**src/rtl/sfsd_pkg.sv**
```systemverilog
// Shared codes, default sizes and the flow table's command and lookup types.
package sfsd_pkg;

  // Default table depths
  localparam int unsigned STREAM_ENTRIES_DEF = 8;
  localparam int unsigned FLOW_ENTRIES_DEF   = 16;

  // Event kinds carried in the func field
  localparam logic [2:0] FUNC_DATA      = 3'd0;
  localparam logic [2:0] FUNC_SETUP     = 3'd1;
  localparam logic [2:0] FUNC_ADD_SUB   = 3'd2;
  localparam logic [2:0] FUNC_REM_SUB   = 3'd3;
  localparam logic [2:0] FUNC_ADD_IMAGE = 3'd4;
  localparam logic [2:0] FUNC_REM_IMAGE = 3'd5;
  localparam logic [2:0] FUNC_CLR_COOL  = 3'd6;
  localparam logic [2:0] FUNC_CLR_PEND  = 3'd7;

  // Result actions
  localparam logic [2:0] ACT_NONE        = 3'd0;
  localparam logic [2:0] ACT_FORWARD     = 3'd1;
  localparam logic [2:0] ACT_ELICIT      = 3'd2;
  localparam logic [2:0] ACT_CREATE      = 3'd3;
  localparam logic [2:0] ACT_DEACT_STRM  = 3'd4;
  localparam logic [2:0] ACT_IMG_ACTIVE  = 3'd5;
  localparam logic [2:0] ACT_DEACT_IMAGE = 3'd6;

  // Error codes
  localparam logic [1:0] ERR_NONE    = 2'd0;
  localparam logic [1:0] ERR_UNKNOWN = 2'd1;
  localparam logic [1:0] ERR_FULL    = 2'd2;

  // Flow states
  localparam logic [1:0] ST_PENDING = 2'd0;
  localparam logic [1:0] ST_INIT    = 2'd1;
  localparam logic [1:0] ST_COOL    = 2'd2;
  localparam logic [1:0] ST_ACTIVE  = 2'd3;

  // Flow table operations
  localparam logic [1:0] FOP_NONE = 2'd0;
  localparam logic [1:0] FOP_SET  = 2'd1;
  localparam logic [1:0] FOP_FREE = 2'd2;

  typedef struct packed {
    logic [1:0] op;     // FOP_* code
    logic [1:0] state;  // state to write on FOP_SET
  } flow_cmd_t;

  typedef struct packed {
    logic       hit;    // key present in the table
    logic       full;   // no free slot left
    logic [1:0] state;  // state of the matching flow, zero on a miss
  } flow_look_t;

endpackage

```
**src/rtl/sfsd_flow_table.sv**
```systemverilog
// Flow table: parallel key match, lowest-free allocation, state update and release.
module sfsd_flow_table #(
  parameter int unsigned FLOW_ENTRIES = sfsd_pkg::FLOW_ENTRIES_DEF
) (
  input  logic                clk,
  input  logic                rst_n,
  input  logic [31:0]         key_stream,
  input  logic [31:0]         key_session,
  input  sfsd_pkg::flow_cmd_t cmd,
  output sfsd_pkg::flow_look_t look
);
  import sfsd_pkg::*;

  logic [FLOW_ENTRIES-1:0] valid_r;
  logic [FLOW_ENTRIES-1:0] valid_nxt;
  logic [FLOW_ENTRIES-1:0] match;
  logic [FLOW_ENTRIES-1:0] free_vec;
  logic [FLOW_ENTRIES-1:0] free_oh;
  logic [FLOW_ENTRIES-1:0] wr_vec;
  logic [31:0]             stream_r  [FLOW_ENTRIES];
  logic [31:0]             session_r [FLOW_ENTRIES];
  logic [1:0]              state_r   [FLOW_ENTRIES];
  logic [1:0]              state_or;

  always_comb begin
    for (int i = 0; i < FLOW_ENTRIES; i++) begin
      match[i] = valid_r[i] && (stream_r[i] == key_stream) && (session_r[i] == key_session);
    end
  end

  // Lowest free slot as a one-hot vector
  assign free_vec = ~valid_r;
  assign free_oh  = free_vec & (~free_vec + FLOW_ENTRIES'(1));

  // Keys are unique, so at most one entry matches
  always_comb begin
    state_or = '0;
    for (int i = 0; i < FLOW_ENTRIES; i++) begin
      state_or = state_or | (match[i] ? state_r[i] : 2'b00);
    end
  end

  assign look.hit   = |match;
  assign look.full  = &valid_r;
  assign look.state = state_or;

  assign wr_vec = (cmd.op == FOP_SET) ? (look.hit ? match : free_oh) : '0;

  always_comb begin
    for (int i = 0; i < FLOW_ENTRIES; i++) begin
      valid_nxt[i] = valid_r[i];
      if (wr_vec[i]) begin
        valid_nxt[i] = 1'b1;
      end else if ((cmd.op == FOP_FREE) && match[i]) begin
        valid_nxt[i] = 1'b0;
      end
    end
  end

  always_ff @(posedge clk) begin
    if (!rst_n) begin
      valid_r <= '0;
    end else begin
      valid_r <= valid_nxt;
    end
  end

  always_ff @(posedge clk) begin
    for (int i = 0; i < FLOW_ENTRIES; i++) begin
      if (wr_vec[i]) begin
        stream_r[i]  <= key_stream;
        session_r[i] <= key_session;
        state_r[i]   <= cmd.state;
      end
    end
  end

endmodule

```
**src/rtl/session_flow_state_dispatcher_top.sv**
```systemverilog
// Session flow state dispatcher: classify one receive event per cycle against stream and flow tables.
//
// An event taken on start passes through the input register and the result register to out_valid.
// Throughput: one event per cycle; busy never rises. The tables are read and updated in
// the single decision stage, so each event sees every update of the one before it.
// Reset (synchronous, rst_n low) empties both tables by clearing their valid bits and
// drops any event in flight; no clearing pass is needed. The receiver cannot stall.
module session_flow_state_dispatcher_top #(
  parameter int unsigned STREAM_ENTRIES = sfsd_pkg::STREAM_ENTRIES_DEF,
  parameter int unsigned FLOW_ENTRIES   = sfsd_pkg::FLOW_ENTRIES_DEF
) (
  input  logic               clk,
  input  logic               rst_n,
  // Event beat
  input  logic               start,
  output logic               busy,
  input  logic [2:0]         in_func,
  input  logic signed [31:0] in_stream_id,
  input  logic signed [31:0] in_session_id,
  input  logic               in_is_multicast,
  input  logic signed [31:0] in_term_id,
  input  logic [30:0]        in_term_offset,
  input  logic signed [31:0] in_initial_term_id,
  input  logic [30:0]        in_term_length,
  input  logic [15:0]        in_mtu,
  // Result beat
  output logic               out_valid,
  output logic [2:0]         out_action,
  output logic [1:0]         out_error_code,
  output logic signed [31:0] out_stream_id,
  output logic signed [31:0] out_session_id,
  output logic               out_use_remote_control,
  output logic signed [31:0] out_term_id,
  output logic [30:0]        out_term_offset,
  output logic signed [31:0] out_initial_term_id,
  output logic [30:0]        out_term_length,
  output logic [15:0]        out_mtu
);
  import sfsd_pkg::*;

  // ---------------------------------------------------------------------------
  // Input register: capture every beat, nothing ever holds the sender off
  // ---------------------------------------------------------------------------
  logic               accept;
  logic               in_vld_r;
  logic [2:0]         func_r;
  logic [31:0]        stream_id_r;
  logic [31:0]        session_id_r;
  logic               mcast_r;
  logic [31:0]        term_id_r;
  logic [30:0]        term_offset_r;
  logic [31:0]        init_term_id_r;
  logic [30:0]        term_length_r;
  logic [15:0]        mtu_r;

  assign busy   = 1'b0;
  assign accept = start && !busy;

  always_ff @(posedge clk) begin
    if (!rst_n) begin
      in_vld_r <= 1'b0;
    end else begin
      in_vld_r <= accept;
    end
  end

  always_ff @(posedge clk) begin
    if (accept) begin
      func_r         <= in_func;
      stream_id_r    <= in_stream_id;
      session_id_r   <= in_session_id;
      mcast_r        <= in_is_multicast;
      term_id_r      <= in_term_id;
      term_offset_r  <= in_term_offset;
      init_term_id_r <= in_initial_term_id;
      term_length_r  <= in_term_length;
      mtu_r          <= in_mtu;
    end
  end

  // ---------------------------------------------------------------------------
  // Subscription table: valid bits reset, keys only read under their valid bit
  // ---------------------------------------------------------------------------
  logic [STREAM_ENTRIES-1:0] strm_valid_r;
  logic [STREAM_ENTRIES-1:0] strm_valid_nxt;
  logic [31:0]               strm_key_r [STREAM_ENTRIES];
  logic [STREAM_ENTRIES-1:0] strm_match;
  logic [STREAM_ENTRIES-1:0] strm_free;
  logic [STREAM_ENTRIES-1:0] strm_free_oh;
  logic [STREAM_ENTRIES-1:0] strm_wr;
  logic                      strm_hit;
  logic                      strm_full;
  logic                      strm_add;

  always_comb begin
    for (int i = 0; i < STREAM_ENTRIES; i++) begin
      strm_match[i] = strm_valid_r[i] && (strm_key_r[i] == stream_id_r);
    end
  end

  assign strm_hit     = |strm_match;
  assign strm_full    = &strm_valid_r;
  assign strm_free    = ~strm_valid_r;
  assign strm_free_oh = strm_free & (~strm_free + STREAM_ENTRIES'(1));
  assign strm_wr      = strm_add ? strm_free_oh : '0;
  assign strm_valid_nxt = strm_valid_r | strm_wr;

  always_ff @(posedge clk) begin
    if (!rst_n) begin
      strm_valid_r <= '0;
    end else begin
      strm_valid_r <= strm_valid_nxt;
    end
  end

  always_ff @(posedge clk) begin
    for (int i = 0; i < STREAM_ENTRIES; i++) begin
      if (strm_wr[i]) begin
        strm_key_r[i] <= stream_id_r;
      end
    end
  end

  // ---------------------------------------------------------------------------
  // Flow table, keyed by stream and session
  // ---------------------------------------------------------------------------
  flow_cmd_t  fcmd;
  flow_look_t flook;
  logic       flow_room;

  sfsd_flow_table #(
    .FLOW_ENTRIES (FLOW_ENTRIES)
  ) u_flow_table (
    .clk         (clk),
    .rst_n       (rst_n),
    .key_stream  (stream_id_r),
    .key_session (session_id_r),
    .cmd         (fcmd),
    .look        (flook)
  );

  // A flow can take a state when it is already known or a slot is free
  assign flow_room = flook.hit || !flook.full;

  // ---------------------------------------------------------------------------
  // Decision: one pass over the registered event and both lookups
  // ---------------------------------------------------------------------------
  logic        out_valid_r,      out_valid_nxt;
  logic [2:0]  out_action_r,     out_action_nxt;
  logic [1:0]  out_err_r,        out_err_nxt;
  logic [31:0] out_stream_r,     out_stream_nxt;
  logic [31:0] out_session_r,    out_session_nxt;
  logic        out_urc_r,        out_urc_nxt;
  logic [31:0] out_term_id_r,    out_term_id_nxt;
  logic [30:0] out_term_off_r,   out_term_off_nxt;
  logic [31:0] out_init_term_r,  out_init_term_nxt;
  logic [30:0] out_term_len_r,   out_term_len_nxt;
  logic [15:0] out_mtu_r,        out_mtu_nxt;

  always_comb begin
    fcmd.op           = FOP_NONE;
    fcmd.state        = ST_PENDING;
    strm_add          = 1'b0;
    out_valid_nxt     = in_vld_r;
    out_action_nxt    = ACT_NONE;
    out_err_nxt       = ERR_NONE;
    out_stream_nxt    = stream_id_r;
    out_session_nxt   = session_id_r;
    out_urc_nxt       = 1'b0;
    out_term_id_nxt   = '0;
    out_term_off_nxt  = '0;
    out_init_term_nxt = '0;
    out_term_len_nxt  = '0;
    out_mtu_nxt       = '0;

    unique case (func_r)
      FUNC_DATA: begin
        if (strm_hit) begin
          if (flook.hit) begin
            // Forward only on an active flow, drop in any other state
            if (flook.state == ST_ACTIVE) begin
              out_action_nxt   = ACT_FORWARD;
              out_term_id_nxt  = term_id_r;
              out_term_off_nxt = term_offset_r;
            end
          end else if (flook.full) begin
            out_err_nxt = ERR_FULL;
          end else begin
            // Unknown flow: record it as pending and ask for a setup
            fcmd.op        = FOP_SET;
            fcmd.state     = ST_PENDING;
            out_action_nxt = ACT_ELICIT;
            out_urc_nxt    = mcast_r;
          end
        end
      end
      FUNC_SETUP: begin
        if (strm_hit && (!flook.hit || (flook.state == ST_PENDING))) begin
          if (!flow_room) begin
            out_err_nxt = ERR_FULL;
          end else begin
            fcmd.op           = FOP_SET;
            fcmd.state        = ST_INIT;
            out_action_nxt    = ACT_CREATE;
            out_urc_nxt       = mcast_r;
            out_term_id_nxt   = term_id_r;
            out_term_off_nxt  = term_offset_r;
            out_init_term_nxt = init_term_id_r;
            out_term_len_nxt  = term_length_r;
            out_mtu_nxt       = mtu_r;
          end
        end
      end
      FUNC_ADD_SUB: begin
        if (!strm_hit) begin
          if (strm_full) begin
            out_err_nxt = ERR_FULL;
          end else begin
            strm_add = 1'b1;
          end
        end
      end
      FUNC_REM_SUB: begin
        // The stream entry and its flows stay in place
        if (strm_hit) begin
          out_action_nxt = ACT_DEACT_STRM;
        end else begin
          out_err_nxt = ERR_UNKNOWN;
        end
      end
      FUNC_ADD_IMAGE: begin
        if (!strm_hit) begin
          out_err_nxt = ERR_UNKNOWN;
        end else if (!flow_room) begin
          out_err_nxt = ERR_FULL;
        end else begin
          fcmd.op        = FOP_SET;
          fcmd.state     = ST_ACTIVE;
          out_action_nxt = ACT_IMG_ACTIVE;
        end
      end
      FUNC_REM_IMAGE: begin
        // Always report the deactivation; record cool-down even on an unknown stream
        out_action_nxt = ACT_DEACT_IMAGE;
        if (!flow_room) begin
          out_err_nxt = ERR_FULL;
        end else begin
          fcmd.op    = FOP_SET;
          fcmd.state = ST_COOL;
        end
      end
      FUNC_CLR_COOL: begin
        if (flook.hit && (flook.state == ST_COOL)) begin
          fcmd.op = FOP_FREE;
        end
      end
      FUNC_CLR_PEND: begin
        if (flook.hit && (flook.state == ST_PENDING)) begin
          fcmd.op = FOP_FREE;
        end
      end
      default: begin
        fcmd.op = FOP_NONE;
      end
    endcase

    // Drop table updates when no event sits in the input register
    if (!in_vld_r) begin
      fcmd.op  = FOP_NONE;
      strm_add = 1'b0;
    end
  end

  // ---------------------------------------------------------------------------
  // Result register: the strobe lasts one cycle per beat
  // ---------------------------------------------------------------------------
  always_ff @(posedge clk) begin
    if (!rst_n) begin
      out_valid_r <= 1'b0;
    end else begin
      out_valid_r <= out_valid_nxt;
    end
  end

  always_ff @(posedge clk) begin
    if (in_vld_r) begin
      out_action_r    <= out_action_nxt;
      out_err_r       <= out_err_nxt;
      out_stream_r    <= out_stream_nxt;
      out_session_r   <= out_session_nxt;
      out_urc_r       <= out_urc_nxt;
      out_term_id_r   <= out_term_id_nxt;
      out_term_off_r  <= out_term_off_nxt;
      out_init_term_r <= out_init_term_nxt;
      out_term_len_r  <= out_term_len_nxt;
      out_mtu_r       <= out_mtu_nxt;
    end
  end

  assign out_valid              = out_valid_r;
  assign out_action             = out_action_r;
  assign out_error_code         = out_err_r;
  assign out_stream_id          = out_stream_r;
  assign out_session_id         = out_session_r;
  assign out_use_remote_control = out_urc_r;
  assign out_term_id            = out_term_id_r;
  assign out_term_offset        = out_term_off_r;
  assign out_initial_term_id    = out_init_term_r;
  assign out_term_length        = out_term_len_r;
  assign out_mtu                = out_mtu_r;

  // ---------------------------------------------------------------------------
  // Assertions
  // ---------------------------------------------------------------------------
  // Every registered event yields exactly one result beat on the next cycle
  a_result_follows: assert property (@(posedge clk) disable iff (!rst_n)
    in_vld_r |=> out_valid)
    else $error("registered event produced no result beat");

  a_no_spurious: assert property (@(posedge clk) disable iff (!rst_n)
    !in_vld_r |=> !out_valid)
    else $error("result beat without a registered event");

  // A subscribed stream id is held once only
  a_stream_unique: assert property (@(posedge clk) disable iff (!rst_n)
    $onehot0(strm_match))
    else $error("stream id present in more than one entry");

  // An unknown-subscription error never comes with an action
  a_unknown_no_action: assert property (@(posedge clk) disable iff (!rst_n)
    (out_valid && (out_error_code == ERR_UNKNOWN)) |-> (out_action == ACT_NONE))
    else $error("unknown subscription reported together with an action");

endmodule
```
**config.mk**
```make
export PLATFORM = sky130hd
export DESIGN_NAME = session_flow_state_dispatcher_top
export DESIGN_NICKNAME = d
export VERILOG_FILES = /design/src/rtl/sfsd_pkg.sv /design/src/rtl/sfsd_flow_table.sv /design/src/rtl/session_flow_state_dispatcher_top.sv
export SDC_FILE = /design/constraint.sdc
export NUM_CORES = 2
export LEC_CHECK = 0
export ABC_CLOCK_PERIOD_IN_PS = 17300
export BUFFER_PORTS_ARGS = -buffer_cell sky130_fd_sc_hd__buf_2
export CELL_PAD_IN_SITES_DETAIL_PLACEMENT = 1
export CELL_PAD_IN_SITES_GLOBAL_PLACEMENT = 2
export CORE_ASPECT_RATIO = 0.6
export CORE_MARGIN = 4
export CORE_UTILIZATION = 45
export DETAILED_ROUTE_END_ITERATION = 6
export PLACE_DENSITY_LB_ADDON = 0.2
export SLEW_MARGIN = 40
export SYNTH_ARGS = -nofsm -noshare
export SYNTH_HDL_FRONTEND = slang
export SYNTH_SLANG_ARGS = --single-unit
```
**constraint.sdc**
```tcl
create_clock -name clk -period 17.3 [get_ports clk]
set_input_delay 3.46 -clock clk [delete_from_list [all_inputs] [get_ports clk]]
set_output_delay 3.46 -clock clk [all_outputs]
set_load 0.005 [all_outputs]
```
**After elaboration in Yosys (flattened, before gate mapping)**

Memories as Yosys holds them, arrays and structs flattened.
Cells that the tools add are included.

- Flip-flop bits (word level): 448
- Input port bits: 213
- Output and inout port bits: 214
- RAM bits: 1312
- Logic and storage cells: 385
- Memories kept: 4

- Reductions and logical operators: 93
- Eq/ne operators: 51
- Mux-type cells: 175
- Bitwise gates (word level): 22
- Add/sub/neg operators: 2

Memory list:

| name | words | bits a word | read ports | clocked after Yosys merged registers in | write ports | RTL line | RTL |
|---|---|---|---|---|---|---|---|
| u_flow_table.session_r | 16 | 32 | 16 | 0 | 16 | sfsd_flow_table.sv:21 | `logic [31:0] session_r [FLOW_ENTRIES];` |
| u_flow_table.stream_r | 16 | 32 | 16 | 0 | 16 | sfsd_flow_table.sv:20 | `logic [31:0] stream_r [FLOW_ENTRIES];` |
| strm_key_r | 8 | 32 | 8 | 0 | 1 | session_flow_state_dispatcher_top.sv:86 | `logic [31:0] strm_key_r [STREAM_ENTRIES];` |
| u_flow_table.state_r | 16 | 2 | 16 | 0 | 16 | sfsd_flow_table.sv:22 | `logic [1:0] state_r [FLOW_ENTRIES];` |

Operators with widths:

| operator | number |
|---|---|
| equality test 32 bit | 40 |
| 2-to-1 mux 32 bit | 12 |
| OR reduction 32 bit | 7 |
| 2-to-1 mux 31 bit | 5 |
| 2-to-1 mux 1 bit | 98 |
| one-hot mux 32 bit (2 select lines) | 1 |
| one-hot mux 31 bit (2 select lines) | 1 |
| 2-to-1 mux 2 bit | 30 |
| 2-to-1 mux 3 bit | 20 |
| logical AND 1 bit | 59 |
| 2-to-1 mux 16 bit | 2 |
| inverter 16 bit | 2 |
| nonzero test 2 bit | 16 |
| bitwise OR 2 bit | 15 |
| one-hot mux 2 bit (6 select lines) | 2 |
| adder 16 x 1 -> 16 bit (second input constant) | 1 |
| bitwise AND 16 bit | 1 |
| inverter 8 bit | 2 |
| AND reduction 16 bit | 1 |
| OR reduction 16 bit | 1 |
| one-hot mux 3 bit (5 select lines) | 1 |
| equality test 3 bit (second input constant) | 4 |
| adder 8 x 1 -> 8 bit (second input constant) | 1 |
| bitwise AND 8 bit | 1 |
| other kinds (15) | 20 |

**Logic depth before layout (Yosys ltp)**

An unclocked memory read counts as a cell.

- Word-level depth: 30
- Mapped depth: 17
- Gate-level depth less buffers: 11

**By module**

Synthesis repeated with hierarchy kept, for this count alone.

- Cell total of the unflattened synthesis: 4174
- Area total of the unflattened synthesis: 70621.5 µm²

By module, submodules not included:

| module | area each (µm²) | instances | sequential area each (µm²) | cells each |
|---|---|---|---|---|
| sfsd_flow_table | 45459.8 | 1 | 32030.7 | 2841 |
| session_flow_state_dispatcher_top | 25161.6 | 1 | 20559.7 | 1333 |

**Least setup slack after synthesis**

No wires, ideal clock.

- Path kind: reg-to-reg
- Start point: reg in_vld_r
- End point: mem u_flow_table.session_r[11][4] (netlist: u_flow_table.session_r[2][100]) (enable)
- Arrival time: 9112 ps
- Buffers on the path: 1
- Path slack: 7676 ps
- Cell stages (with the launch flop): 5
- Cell sequence: dfxtp_1 -> and2_1 -> nand2_2 -> buf_2 -> a21oi_1

RTL lines:

| what | RTL line | RTL |
|---|---|---|
| start, declared | session_flow_state_dispatcher_top.sv:45 | `logic in_vld_r;` |
| start signal, assigned | session_flow_state_dispatcher_top.sv:63 | `in_vld_r <= accept;` |
| end, declared | sfsd_flow_table.sv:21 |  |

==> impl_metrics.toml <==
[worst_setup_path]
critPathMaxStageDelay_ns = 0.80
cp_slowest_cell = "nor3_1"
crit_buf_inv = 3
crit_path_max_fanout = 43
end_kind = "register"
path_common_cell = "buf_4"
crit_chain = "buf_4 > buf_4 > nor2b_1 > a2111oi_0 > o2111ai_1 > nor3_1 > nor3b_2 > and4bb_1 > nand4_4 > nor2_2 > o211ai_2 > nand2_2 > nor2_4 > buf_4"
cp.required_ns = 17.72
critical_path_arrival_ns = 8.03
critPathTopFamily = "simple AND/OR/NAND/NOR gates"
crit_type = "register to register"
cp-start-kind = "register"

[clock_network]
cts_tree = "yes"
clock_latency_ns = 0.81
ctsResizeCount = 0
clkTransAtPathRegs_ns = 0.07
post-cts-setup-buffers = 0
cts_buffers = 167
hold_buffers = 0
htree_num_levels = 4
numClockSinks = 1760
cts_root_buf = "clkbuf_16"
clock_path_buffers = 3

[global_route]
antenna_found_initial = 21
grt_remaining_overflow = 0
grt_max_degree = 81
grt_pass1_wl_um = 323000
grt_usage_pct = 27.9
grt_pass1_vias = 40886

[finish]
final_common_cell = "edfxtp_1"
layout.cells.non_filler = 7088
layout_common_cells = "1734 x edfxtp_1, 528 x xnor2_1, 505 x xor2_1"
final_nets = 5052
regArea_um2 = 52600
syn_to_final_growth_pct = 14.9
fill_cells = 14666
final_layout_size_suffix_gt1_share_pct = 19.7
multi_input_area_um2 = 17200

[synth]
syn_avg_cell_area_um2 = 16.7
syn_inst = 4255
synth_edf_count = 1734
yosysWarnings = 0
async_flop_share_pct = 0
syn_nets = 4468
ys.flop_type = "edfxtp_1"
syn_area_um2 = 71200
ys_seq_elements = 1760
synth-seq-area-share_pct = 73.8
synth.distinct_cells = 86

[placement]
place_inst = 6777
gp_congestion = 0.941
dp_hpwl_um = 151000
numPortBuffers = 425

[sta]
period_share_pct = 44.0
relSlewSlack_pct = 36.8
fin_crit_ns = 7.61
max_freq_ghz = 0.131
slew_viol_final = 0
fin_skew_ns = 0.0382
hold_viol = 0
setup_tns_ns = 0
worstMarginPinSlew_ns = 0.947
rsz0062_at_grt = "no"
setup_viol = 0

[routing]
routed_wl_um = 234000
num_vias = 40853
detail-route-antenna-nets = 0
drc = 0
dr.pass1.iters = 5
wl_per_cell_um = 33.0
first_iter_violations = 5604
drt-vias-per-instance = 5.76

[power_and_ir_drop]
power-per-cell-area_nw_per_um2 = 112
ir_worst_vdd_v = 0.000108
p_leak_nw = 27.0

[die]
dieArea_um2 = 165000
fp.dieH_um = 316
rows = 112
coreArea_um2 = 156000
initial_core_util_pct = 45.5
io_pins = 427
die_x_um = 522

[min_path]
hp-class = "register to register"

[run_status]
status = "complete, no violations"

[job]
drv_cap = 0
## logic make-up after synthesis
kind of cell    synth area share (%)
flops                           73.8
buf+inv                         2.40
xor+xnor                        12.7
simple gates                    8.04
other cells                  0.00526
mux                           0.0141
compound gates                  3.01
## worst paths after layout
check	start	to	slack [ns]	cells after the start
min reg2reg	out_stream_nxt[26]$_DFFE_PP_	out_stream_id[26]$_DFFE_PP_	0.45	0
max reg2reg	out_stream_nxt[9]$_DFFE_PP_	u_flow_table.session_r[3][30]$_DFFE_PP_	9.69	14
min	out_stream_nxt[26]$_DFFE_PP_	out_stream_id[26]$_DFFE_PP_	0.45	0
max	out_stream_nxt[9]$_DFFE_PP_	u_flow_table.session_r[3][30]$_DFFE_PP_	9.69	14
## state kept, by name (all words and copies together) (netlist names), 32 cells and up
name                    cells
init_term_id_r             32
out_session_nxt            32
term_id_r                  32
u_flow_table.session_r    512
strm_key_r                256
out_stream_nxt             32
u_flow_table.state_r       32
out_stream_id              32
out_session_id             32
out_term_id                32
out_initial_term_id        32
u_flow_table.stream_r     512
## routing by layer
metal	wire (um)	up-vias	global-route usage (%)
met5	15	-	0
met4	3940	2	5.59
met3	22700	241	6.43
met2	101000	1890	40.5
met1	106000	21621	43.1
li1	-	17099	-
## metrics by stage
step / area (um2) / total power, mW / hold slack, ns / util, % / setup WS [ns]
2_1_floorplan: 71200 / 5.24 / 0.453 / - / 7.68
3_3_place_gp: 76200 / 5.58 / 0.433 / 48.7 / 9.61
3_5_place_dp: 76400 / 5.59 / 0.438 / 48.9 / 10.01
4_1_cts: 81800 / 9.27 / 0.454 / 52.3 / 9.86
5_1_grt: 81800 / 9.49 / 0.466 / 52.3 / 9.58
6_report: 81800 / 9.20 / 0.451 / 52.3 / 9.69
## synthesized netlist by cell type, types with 5 or more instances
| cell type | count | share of area (%) |
|---|---|---|
| xnor2_1 | 528 | 6.5 |
| o22ai_1 | 41 | 0.36 |
| and2_4 | 61 | 0.75 |
| a21oi_1 | 33 | 0.23 |
| o2111a_1 | 6 | 0.095 |
| and3_1 | 8 | 0.070 |
| o2bb2ai_1 | 18 | 0.22 |
| and4_1 | 10 | 0.12 |
| a2111oi_0 | 37 | 0.45 |
| buf_6 | 39 | 0.62 |
| or4_1 | 9 | 0.095 |
| a222oi_1 | 6 | 0.084 |
| a221oi_1 | 7 | 0.086 |
| nand4_1 | 171 | 1.5 |
| o211ai_1 | 5 | 0.053 |
| edfxtp_1 | 1734 | 73 |
| nor2b_1 | 106 | 0.93 |
| xor2_1 | 505 | 6.2 |
| buf_2 | 45 | 0.32 |
| a22o_1 | 20 | 0.25 |
| inv_1 | 88 | 0.46 |
| a221o_1 | 5 | 0.070 |
| o21ai_0 | 20 | 0.14 |
| and2_1 | 91 | 0.80 |
| nor3_1 | 31 | 0.22 |
| buf_4 | 78 | 0.82 |
| nand3_1 | 40 | 0.28 |
| o2111ai_1 | 28 | 0.34 |
| or3_1 | 7 | 0.061 |
| nor4_1 | 163 | 1.4 |
| clkbuf_1 | 16 | 0.084 |
| nor2_1 | 41 | 0.22 |
| inv_2 | 12 | 0.063 |
| o221ai_1 | 11 | 0.14 |
| dfxtp_1 | 26 | 0.73 |
| nand2_1 | 39 | 0.21 |
| nand2b_1 | 87 | 0.76 |
## where the power goes
group	internal, mW	leakage [nW]	total (mW)	switching [mW]
Combinational	0.193	8.31	0.697	0.504
Sequential	4.78	16.0	4.81	0.0294
Clock	2.05	2.63	3.70	1.65
## layout make-up
cell class,count,area share [%]
Tap cell,2109,3.22
Antenna cell,5,0.0153
Multi-Input combinational cell,2214,21.1
Clock inverter,94,1.04
Sequential cell,1760,64.3
Timing Repair Buffer,595,4.41
Inverter,101,0.463
Clock buffer,210,5.53
No activity file was read; power rests on OpenSTA's default activity.
